--- config.mk ---
export PLATFORM = sky130hd
export DESIGN_NAME = banked_uart_register_block_core_flat
export DESIGN_NICKNAME = d
export VERILOG_FILES = /design/src/rtl/bureg_pkg.sv /design/src/rtl/bureg_if.sv /design/src/rtl/banked_uart_register_block_core.sv /design/src/flat_wrapper.sv
export SDC_FILE = /design/constraint.sdc
export NUM_CORES = 1
export LEC_CHECK = 0
export ABC_AREA = 1
export BUFFER_PORTS_ARGS = -buffer_cell sky130_fd_sc_hd__buf_2
export CAP_MARGIN = 25
export CORE_ASPECT_RATIO = 0.7
export CORE_MARGIN = 3
export CORE_UTILIZATION = 50
export CTS_CLUSTER_DIAMETER = 100
export DETAILED_ROUTE_END_ITERATION = 7
export PLACE_DENSITY = 0.83
export SYNTH_ARGS = -nofsm -noshare
export SYNTH_HDL_FRONTEND = slang
export SYNTH_SLANG_ARGS = --single-unit
--- constraint.sdc ---
create_clock -name clk -period 1.8 [get_ports clk]
set_input_delay 0 -clock clk [delete_from_list [all_inputs] [get_ports clk]]
set_output_delay 0 -clock clk [all_outputs]
set_load 0.05 [all_outputs]
--- src/rtl/bureg_pkg.sv ---
`timescale 1ns / 1ps
// ----------------------------------------------------------------------------
// bureg_pkg
// Types and fixed constants of the banked UART register block.
// ----------------------------------------------------------------------------
package bureg_pkg;

  // Access kinds
  typedef enum logic [1:0] {
    MODE_READ  = 2'd0,
    MODE_WRITE = 2'd1,
    MODE_RAISE = 2'd2,
    MODE_CLEAR = 2'd3
  } mode_t;

  // Port offsets
  typedef enum logic [1:0] {
    PORT_DATA = 2'd0,
    PORT_LINE = 2'd1,
    PORT_MODEM = 2'd2,
    PORT_BANK = 2'd3
  } port_t;

  // Register banks
  typedef enum logic [1:0] {
    BANK_0 = 2'd0,
    BANK_1 = 2'd1,
    BANK_2 = 2'd2,
    BANK_3 = 2'd3
  } bank_t;

  localparam int unsigned VEC_W   = 5;
  localparam int unsigned VEC_NUM = 32;

  // Register masks and fixed read values
  localparam logic [7:0] BSR_MASK      = 8'hCF;
  localparam logic [7:0] FCR_MASK      = 8'hC8;
  localparam logic [7:0] LSR_TX_EMPTY  = 8'h60;
  localparam logic [7:0] LSR_RX_AVAIL  = 8'h01;
  localparam logic [7:0] MCR_RX_CLEAR  = 8'hEF;
  localparam logic [7:0] MCR_RX_SET    = 8'h10;
  localparam logic [7:0] BANK_WR_MASK  = 8'hFC;
  localparam logic [7:0] DATA_NONE     = 8'hFF;
  localparam logic [7:0] FCR_RD_TAG    = 8'h01;
  localparam logic [7:0] IER_RD_TAG    = 8'h02;
  localparam logic [7:0] BANK3_RD_VAL  = 8'h03;
  localparam int unsigned UART_EN_BIT  = 5;
  localparam int unsigned CLK_EN_BIT   = 2;

  // Access request
  typedef struct packed {
    mode_t       mode;
    port_t       port;
    logic [7:0]  wdata;
    logic [VEC_W-1:0] vector;
    logic        rx_ready;
    logic [7:0]  rx_byte;
    logic        tx_ready;
  } req_t;

  // Access result
  typedef struct packed {
    logic [7:0] rdata;
    logic       tx_valid;
    logic [7:0] tx_byte;
    logic       rx_take;
    logic       rx_flush;
  } rsp_t;

endpackage

--- src/rtl/bureg_if.sv ---
`timescale 1ns / 1ps
// ----------------------------------------------------------------------------
// bureg_req_if / bureg_rsp_if
// Valid/ready channels for access requests and access results.
// ----------------------------------------------------------------------------
interface bureg_req_if;
  logic           valid;
  logic           ready;
  bureg_pkg::req_t data;

  modport source (output valid, output data, input ready);
  modport sink   (input valid, input data, output ready);
endinterface

interface bureg_rsp_if;
  logic           valid;
  logic           ready;
  bureg_pkg::rsp_t data;

  modport source (output valid, output data, input ready);
  modport sink   (input valid, input data, output ready);
endinterface

--- src/rtl/banked_uart_register_block_core.sv ---
`timescale 1ns / 1ps
// ----------------------------------------------------------------------------
// banked_uart_register_block_core
// Banked UART register file with host line pass-through and a pending
// interrupt vector set. One access per transfer, one result per access.
// ----------------------------------------------------------------------------
// Timing: the result reaches the output register in the cycle after the
//   request transfer; register updates apply to the very next request.
// Throughput: one access per cycle, set by the single decode/update stage;
//   a new request is taken whenever the output register is empty or drains.
// Reset: synchronous rst clears all registers, the bank select, the pending
//   vector set and the output valid flag.
module banked_uart_register_block_core #(
  parameter int unsigned NO_VECTOR = 31
) (
  input  logic               clk,
  input  logic               rst,
  bureg_req_if.sink          req,
  bureg_rsp_if.source        rsp
);

  // Lowest set bit: {found, index}, found through four byte groups
  function automatic logic [bureg_pkg::VEC_W:0] first_set(
    input logic [bureg_pkg::VEC_NUM-1:0] bits
  );
    logic [3:0] grp_any;
    logic [2:0] grp_idx [4];
    logic [bureg_pkg::VEC_W:0] res;
    for (int g = 0; g < 4; g++) begin
      grp_any[g] = |bits[g*8 +: 8];
      grp_idx[g] = 3'd0;
      for (int i = 7; i >= 0; i--) begin
        if (bits[g*8 + i]) begin
          grp_idx[g] = 3'(i);
        end
      end
    end
    res = '0;
    for (int g = 3; g >= 0; g--) begin
      if (grp_any[g]) begin
        res = {1'b1, 2'(g), grp_idx[g]};
      end
    end
    return res;
  endfunction

  localparam logic [bureg_pkg::VEC_W-1:0] NO_VEC = bureg_pkg::VEC_W'(NO_VECTOR);

  // Architectural registers
  bureg_pkg::bank_t bank_select, bank_select_next;
  logic [7:0] baud_select_reg, baud_select_reg_next;
  logic [7:0] char_stop_reg, char_stop_reg_next;
  logic [7:0] gpio_control_reg, gpio_control_reg_next;
  logic [7:0] line_control_reg, line_control_reg_next;
  logic [7:0] irda_control_reg, irda_control_reg_next;
  logic [7:0] char_start_reg, char_start_reg_next;
  logic [7:0] spare_reg, spare_reg_next;
  logic [7:0] modem_control_reg, modem_control_reg_next;
  logic [7:0] modem_status_reg, modem_status_reg_next;
  logic [7:0] mode_enable_reg, mode_enable_reg_next;
  logic [7:0] port_output_reg, port_output_reg_next;
  logic       clock_enable_bit, clock_enable_bit_next;
  logic [7:0] fifo_control_reg, fifo_control_reg_next;
  logic [7:0] int_enable_reg, int_enable_reg_next;
  logic [bureg_pkg::VEC_NUM-1:0] pending_vectors, pending_vectors_next;

  // Output register
  logic            out_valid;
  bureg_pkg::rsp_t out_data, rsp_next;

  logic                      acc;
  logic                      uart_en;
  logic                      rx_hit;
  logic [bureg_pkg::VEC_W:0] low_vec;
  logic [bureg_pkg::VEC_W-1:0] vec_rd;
  bureg_pkg::req_t           r;

  assign r       = req.data;
  assign req.ready = !out_valid || rsp.ready;
  assign acc     = req.valid && req.ready;
  assign rsp.valid = out_valid;
  assign rsp.data  = out_data;

  assign uart_en = mode_enable_reg[bureg_pkg::UART_EN_BIT];
  assign rx_hit  = uart_en && r.rx_ready;
  assign low_vec = first_set(pending_vectors);
  assign vec_rd  = low_vec[bureg_pkg::VEC_W] ? low_vec[bureg_pkg::VEC_W-1:0] : NO_VEC;

  // Access decode and register update
  always_comb begin
    rsp_next               = '0;
    bank_select_next       = bank_select;
    baud_select_reg_next   = baud_select_reg;
    char_stop_reg_next     = char_stop_reg;
    gpio_control_reg_next  = gpio_control_reg;
    line_control_reg_next  = line_control_reg;
    irda_control_reg_next  = irda_control_reg;
    char_start_reg_next    = char_start_reg;
    spare_reg_next         = spare_reg;
    modem_control_reg_next = modem_control_reg;
    modem_status_reg_next  = modem_status_reg;
    mode_enable_reg_next   = mode_enable_reg;
    port_output_reg_next   = port_output_reg;
    clock_enable_bit_next  = clock_enable_bit;
    fifo_control_reg_next  = fifo_control_reg;
    int_enable_reg_next    = int_enable_reg;
    pending_vectors_next   = pending_vectors;

    unique case (r.mode)
      bureg_pkg::MODE_READ: begin
        unique case (r.port)
          bureg_pkg::PORT_DATA: begin
            unique case (bank_select)
              bureg_pkg::BANK_0: begin
                if (rx_hit) begin
                  rsp_next.rdata   = r.rx_byte;
                  rsp_next.rx_take = 1'b1;
                end else begin
                  rsp_next.rdata = bureg_pkg::DATA_NONE;
                end
              end
              bureg_pkg::BANK_1: rsp_next.rdata = baud_select_reg;
              bureg_pkg::BANK_2: rsp_next.rdata = char_stop_reg;
              bureg_pkg::BANK_3: rsp_next.rdata = gpio_control_reg;
            endcase
          end
          bureg_pkg::PORT_LINE: begin
            unique case (bank_select)
              bureg_pkg::BANK_0: begin
                rsp_next.rdata = (r.tx_ready ? bureg_pkg::LSR_TX_EMPTY : 8'h00)
                               | (rx_hit ? bureg_pkg::LSR_RX_AVAIL : 8'h00);
              end
              bureg_pkg::BANK_1: rsp_next.rdata = irda_control_reg;
              bureg_pkg::BANK_2: rsp_next.rdata = char_start_reg;
              bureg_pkg::BANK_3: rsp_next.rdata = spare_reg;
            endcase
          end
          bureg_pkg::PORT_MODEM: begin
            unique case (bank_select)
              bureg_pkg::BANK_0: begin
                // bit 4 tracks live receive status and is written back into the register
                modem_control_reg_next = (modem_control_reg & bureg_pkg::MCR_RX_CLEAR)
                                       | (rx_hit ? bureg_pkg::MCR_RX_SET : 8'h00);
                rsp_next.rdata = modem_control_reg_next;
              end
              bureg_pkg::BANK_1: rsp_next.rdata = modem_status_reg;
              bureg_pkg::BANK_2: rsp_next.rdata = mode_enable_reg;
              bureg_pkg::BANK_3: rsp_next.rdata = port_output_reg;
            endcase
          end
          bureg_pkg::PORT_BANK: begin
            unique case (bank_select)
              bureg_pkg::BANK_0: rsp_next.rdata = {vec_rd, clock_enable_bit, 2'b00};
              bureg_pkg::BANK_1: rsp_next.rdata = fifo_control_reg | bureg_pkg::FCR_RD_TAG;
              bureg_pkg::BANK_2: rsp_next.rdata = int_enable_reg | bureg_pkg::IER_RD_TAG;
              bureg_pkg::BANK_3: rsp_next.rdata = bureg_pkg::BANK3_RD_VAL;
            endcase
          end
        endcase
      end

      bureg_pkg::MODE_WRITE: begin
        unique case (r.port)
          bureg_pkg::PORT_DATA: begin
            unique case (bank_select)
              bureg_pkg::BANK_0: begin
                if (uart_en && r.tx_ready) begin
                  rsp_next.tx_valid = 1'b1;
                  rsp_next.tx_byte  = r.wdata;
                end
              end
              bureg_pkg::BANK_1: baud_select_reg_next = r.wdata & bureg_pkg::BSR_MASK;
              bureg_pkg::BANK_2: char_stop_reg_next = r.wdata;
              bureg_pkg::BANK_3: gpio_control_reg_next = r.wdata;
            endcase
          end
          bureg_pkg::PORT_LINE: begin
            unique case (bank_select)
              bureg_pkg::BANK_0: line_control_reg_next = r.wdata;
              bureg_pkg::BANK_1: irda_control_reg_next = r.wdata;
              bureg_pkg::BANK_2: char_start_reg_next = r.wdata;
              bureg_pkg::BANK_3: spare_reg_next = r.wdata;
            endcase
          end
          bureg_pkg::PORT_MODEM: begin
            unique case (bank_select)
              bureg_pkg::BANK_0: modem_control_reg_next = r.wdata;
              bureg_pkg::BANK_1: modem_status_reg_next = r.wdata;
              bureg_pkg::BANK_2: begin
                // flush on enable toggle or while disabled
                rsp_next.rx_flush = (uart_en != r.wdata[bureg_pkg::UART_EN_BIT])
                                  || !r.wdata[bureg_pkg::UART_EN_BIT];
                mode_enable_reg_next = r.wdata;
              end
              bureg_pkg::BANK_3: port_output_reg_next = r.wdata & gpio_control_reg;
            endcase
          end
          bureg_pkg::PORT_BANK: begin
            // old bank routes the upper bits, then the bank switches
            unique case (bank_select)
              bureg_pkg::BANK_0: clock_enable_bit_next = r.wdata[bureg_pkg::CLK_EN_BIT];
              bureg_pkg::BANK_1: fifo_control_reg_next = r.wdata & bureg_pkg::FCR_MASK;
              bureg_pkg::BANK_2: int_enable_reg_next = r.wdata & bureg_pkg::BANK_WR_MASK;
              bureg_pkg::BANK_3: ;
            endcase
            bank_select_next = bureg_pkg::bank_t'(r.wdata[1:0]);
          end
        endcase
      end

      bureg_pkg::MODE_RAISE: begin
        if (r.vector != NO_VEC) begin
          pending_vectors_next[r.vector] = 1'b1;
        end
      end

      bureg_pkg::MODE_CLEAR: begin
        if (r.vector != NO_VEC) begin
          pending_vectors_next[r.vector] = 1'b0;
        end
      end
    endcase
  end

  // Register state
  always_ff @(posedge clk) begin
    if (rst) begin
      bank_select       <= bureg_pkg::BANK_0;
      baud_select_reg   <= '0;
      char_stop_reg     <= '0;
      gpio_control_reg  <= '0;
      line_control_reg  <= '0;
      irda_control_reg  <= '0;
      char_start_reg    <= '0;
      spare_reg         <= '0;
      modem_control_reg <= '0;
      modem_status_reg  <= '0;
      mode_enable_reg   <= '0;
      port_output_reg   <= '0;
      clock_enable_bit  <= 1'b0;
      fifo_control_reg  <= '0;
      int_enable_reg    <= '0;
      pending_vectors   <= '0;
    end else if (acc) begin
      bank_select       <= bank_select_next;
      baud_select_reg   <= baud_select_reg_next;
      char_stop_reg     <= char_stop_reg_next;
      gpio_control_reg  <= gpio_control_reg_next;
      line_control_reg  <= line_control_reg_next;
      irda_control_reg  <= irda_control_reg_next;
      char_start_reg    <= char_start_reg_next;
      spare_reg         <= spare_reg_next;
      modem_control_reg <= modem_control_reg_next;
      modem_status_reg  <= modem_status_reg_next;
      mode_enable_reg   <= mode_enable_reg_next;
      port_output_reg   <= port_output_reg_next;
      clock_enable_bit  <= clock_enable_bit_next;
      fifo_control_reg  <= fifo_control_reg_next;
      int_enable_reg    <= int_enable_reg_next;
      pending_vectors   <= pending_vectors_next;
    end
  end

  // Output register: valid flag
  always_ff @(posedge clk) begin
    if (rst) begin
      out_valid <= 1'b0;
    end else if (acc) begin
      out_valid <= 1'b1;
    end else if (rsp.ready) begin
      out_valid <= 1'b0;
    end
  end

  // Output register: payload
  always_ff @(posedge clk) begin
    if (acc) begin
      out_data <= rsp_next;
    end
  end

endmodule

--- src/flat_wrapper.sv ---
// flat-port wrapper written by rule: the top's interface ports become plain ports
module banked_uart_register_block_core_flat 
#(
  parameter int unsigned NO_VECTOR = 31
)
  (clk, rst, req_valid, req_data, req_ready, rsp_valid, rsp_data, rsp_ready);
  bureg_req_if req_i ();
  bureg_rsp_if rsp_i ();
  input  logic clk;
  input  logic rst;
  input wire logic [$bits(req_i.valid)-1:0] req_valid;
  input wire logic [$bits(req_i.data)-1:0] req_data;
  output wire logic [$bits(req_i.ready)-1:0] req_ready;
  output wire logic [$bits(rsp_i.valid)-1:0] rsp_valid;
  output wire logic [$bits(rsp_i.data)-1:0] rsp_data;
  input wire logic [$bits(rsp_i.ready)-1:0] rsp_ready;
  assign req_i.valid = req_valid;
  assign req_i.data = req_data;
  assign req_ready = req_i.ready;
  assign rsp_valid = rsp_i.valid;
  assign rsp_data = rsp_i.data;
  assign rsp_i.ready = rsp_ready;
  banked_uart_register_block_core #(.NO_VECTOR(NO_VECTOR)) u_core (.clk(clk), .rst(rst), .req(req_i), .rsp(rsp_i));
endmodule
==> out/qor.yml <==
synthesis:
  synth_mux_area_share_pct: 0
  synth_cell_types: 40
  synth-main-ff-cell: "dfxtp_1"
  yosysWarningCount: 0
  ys_ff_latch: 141
  synth_area_leaders: "dfxtp_1 37%, a211oi_1 10%, edfxtp_1 8.6%"
  synthSimpleGateAreaFrac_pct: 26.0
  synthesis.area_sq_mm: 0.00667
  synth_top_family_by_area: "simple AND/OR/NAND/NOR gates"
  ys_async_sr_fraction_pct: 0
  synth.top_cell.area_share_pct: 36.6
  syn_nets: 873
  synth_fa_ha_area_share_pct: 0
  ys_top_cells_by_count: "150 x nor2_1, 133 x nand2_1, 122 x dfxtp_1"
  synth_largest_area_cell: "dfxtp_1"
  yosysMostFrequentCell: "nor2_1"
  syn_avg_cell_area_sq_um: 7.92
  synth_compound_area_share_pct: 20.1
  ys_seq_area_share_pct: 45.2
  synth_xor_area_share_pct: 0
  synth_edf_count: 19
  synthCells: 842
die:
  die_x_um: 144
  num_rows: 34
  die_area_sq_mm: 0.0148
  core_sq_mm: 0.0127
  ios: 52
  start_util_pct: 52.4
  die-height_um: 103
setup_path:
  start_kind: "flop"
  critPathTopFamily: "simple AND/OR/NAND/NOR gates"
  arrival_ns: 2.06
  slowest_delay_ns: 0.44
  path_buf_inv: 2
  worstPathRequired_ns: 2.12
  cp_common_cell: "nor2_1"
  cp-end-kind: "flop"
  cp_max_fo: 7
  path_class: "reg2reg"
  crit_chain: "nand2_2 -> buf_4 -> nor2_1 -> inv_1 -> nor2_2 -> nor2_1 -> a211oi_1"
  slowest_stage: "dfxtp_2"
final_layout:
  fillers: 1076
  syn_to_final_growth_pct: 20.2
  ff_latch_area_sq_mm: 0.00302
  multi_input_area_sq_mm: 0.00314
  finalNetCount: 941
  drive_above_1_share_pct: 18.0
  fin_util_pct: 63.0
  n_antenna_cell: 0
  layout.cells.non_filler: 1085
timing:
  fmax_mhz: 578
  grt_setup_unrepaired: "yes"
  slew_violations: 0
  max_slew_margin_pct: 53.7
  finalHoldViolations: 0
  period_needed_ns: 1.73
  fin_crit_sh_pct: 96.2
  finalSetupViolations: 0
  worst_pin_slew_ns: 0.694
  fin_skew_ns: 0.00874
power:
  leakagePower_nw: 3.12
  irDropWorstVdd_uv: 824
  power_per_cell_area_mw_per_mm2: 959
route:
  routed_wl_um: 19700
  drtIter0Drc: 923
  viasPerCell: 5.84
  post_drt_wl_per_cell_um: 18.2
  firstDrtPassIters: 6
  route.detailed.drc: 0
  ant_nets: 0
  via_count: 6332
hold_path:
  min_path_type: "in2reg"
global_routing:
  grt_first_pass_wirelength_um: 30600
  track_usage_pct: 27.1
  grt_pass1_vias: 5628
  grt_antenna_before_repair: 0
  grt_max_degree: 47
  grt.overflow.total: 0
clock_tree:
  h-tree-depth: 4
  cts_tree: "yes"
  cts-buffers-inserted: 17
  insertion_delay_ns: 0.42
  cts_sinks: 141
  clockBufferDepth: 2
  cts-root-buf: "clkbuf_16"
  cts.clk_slew.worst_paths_ns: 0.06
status:
  status: "complete, no violations"
placed_design:
  io_buffers: 51
  gp_congestion: 1.03
  placed_cells: 1035
  hpwl_um: 13400
run:
  max_cap_viol_count: 0
## worst register-to-register path: stages (launching register included)
cell and delay (ns):
dfxtp_2 0.44, nand2_2 0.11, buf_4 0.15, nor2_1 0.11, inv_1 0.20, nor2_2 0.34
nor2_1 0.10, a211oi_1 0.19
## cell type report
cell class / instances / share of cell area, %
tap: 162 / 2.53
inverter: 86 / 4.17
sequential: 141 / 37.7
multi-input combinational: 573 / 39.2
clock buffer: 17 / 5.31
clock inverter: 15 / 2.72
timing repair buffer: 91 / 8.46
## where the power goes
group,total (W),switching [W],internal (W)
logic,0.000611,0.000447,0.000164
clock network,0.00383,0.00138,0.00246
registers,0.00324,0.0000174,0.00322
## cells in the final DEF (no fill, tap or decap), drive strengths merged
master	synthesis	layout
inv	84	85
dlygate4sd3	0	13
nor3	30	30
o31ai	2	2
nand3	32	32
a221oi	6	6
a22o	2	2
o21a	3	3
nand3b	1	1
buf	19	78
o2111ai	1	1
clkinv	2	8
or2	1	1
dfxtp	122	122
o21bai	2	2
a31oi	5	5
edfxtp	19	19
clkinvlp	0	3
a311oi	6	6
nor2	169	170
nor4	1	1
bufinv	0	5
nand2	138	138
a21oi	36	36
o221ai	3	3
nand4	8	8
clkbuf	24	17
o211ai	4	4
a211oi	97	97
a221o	1	1
o21ai	24	24
## stage by stage
stage	instance area [sq um]	setup slack, ns	hold slack, ns	total power [W]	TNS, ns
final	8020	0.0686	0.0464	0.00769	0
after detailed placement	7150	0.0351	0.294	0.00387	0
after global placement	7150	0.0320	0.289	0.00387	0
after CTS	7920	0.0201	0.0337	0.00768	0
after global routing	8020	-0.0268	0.0660	0.00788	-0.0345
after floorplan	6700	0.0195	0.156	0.00367	0
## layer usage
layer | vias up | routed length, um | global-route usage (%)
li1 | 3030 | - | -
met1 | 2886 | 9090 | 41.4
met2 | 377 | 7880 | 37.0
met3 | 39 | 2420 | 6.63
met4 | 0 | 341 | 8.90
met5 | - | 0 | 0
## worst paths after layout
kind                            cells past startpoint  slack [ns]                               start                                     end
worst max-delay path                                7        0.07  u_core.bank_select[0]$_SDFFE_PP0P_  u_core.baud_select_reg[0]$_SDFFE_PP0P_
worst min-delay path                                4        0.05                        req_data[13]                                    flop
worst max register to register                      7        0.07  u_core.bank_select[0]$_SDFFE_PP0P_  u_core.baud_select_reg[0]$_SDFFE_PP0P_
worst min register to register                      2        0.47                                flop                                    flop
## kinds of logic (layout without fill, tap and decap cells)
group	Yosys count	count (layout)
and+or+nand+nor	380	381
DFF	141	141
buffers and inverters	129	209
AOI/OAI and AO/OA	192	192
## repair_timing
action                     CTS  global route
hold buffers                13             0
setup endpoints to repair    0            38
resized for setup            0            14
hold endpoints to repair    13             0
buffers inserted             0             4
(Power assumes the default switching activity.)
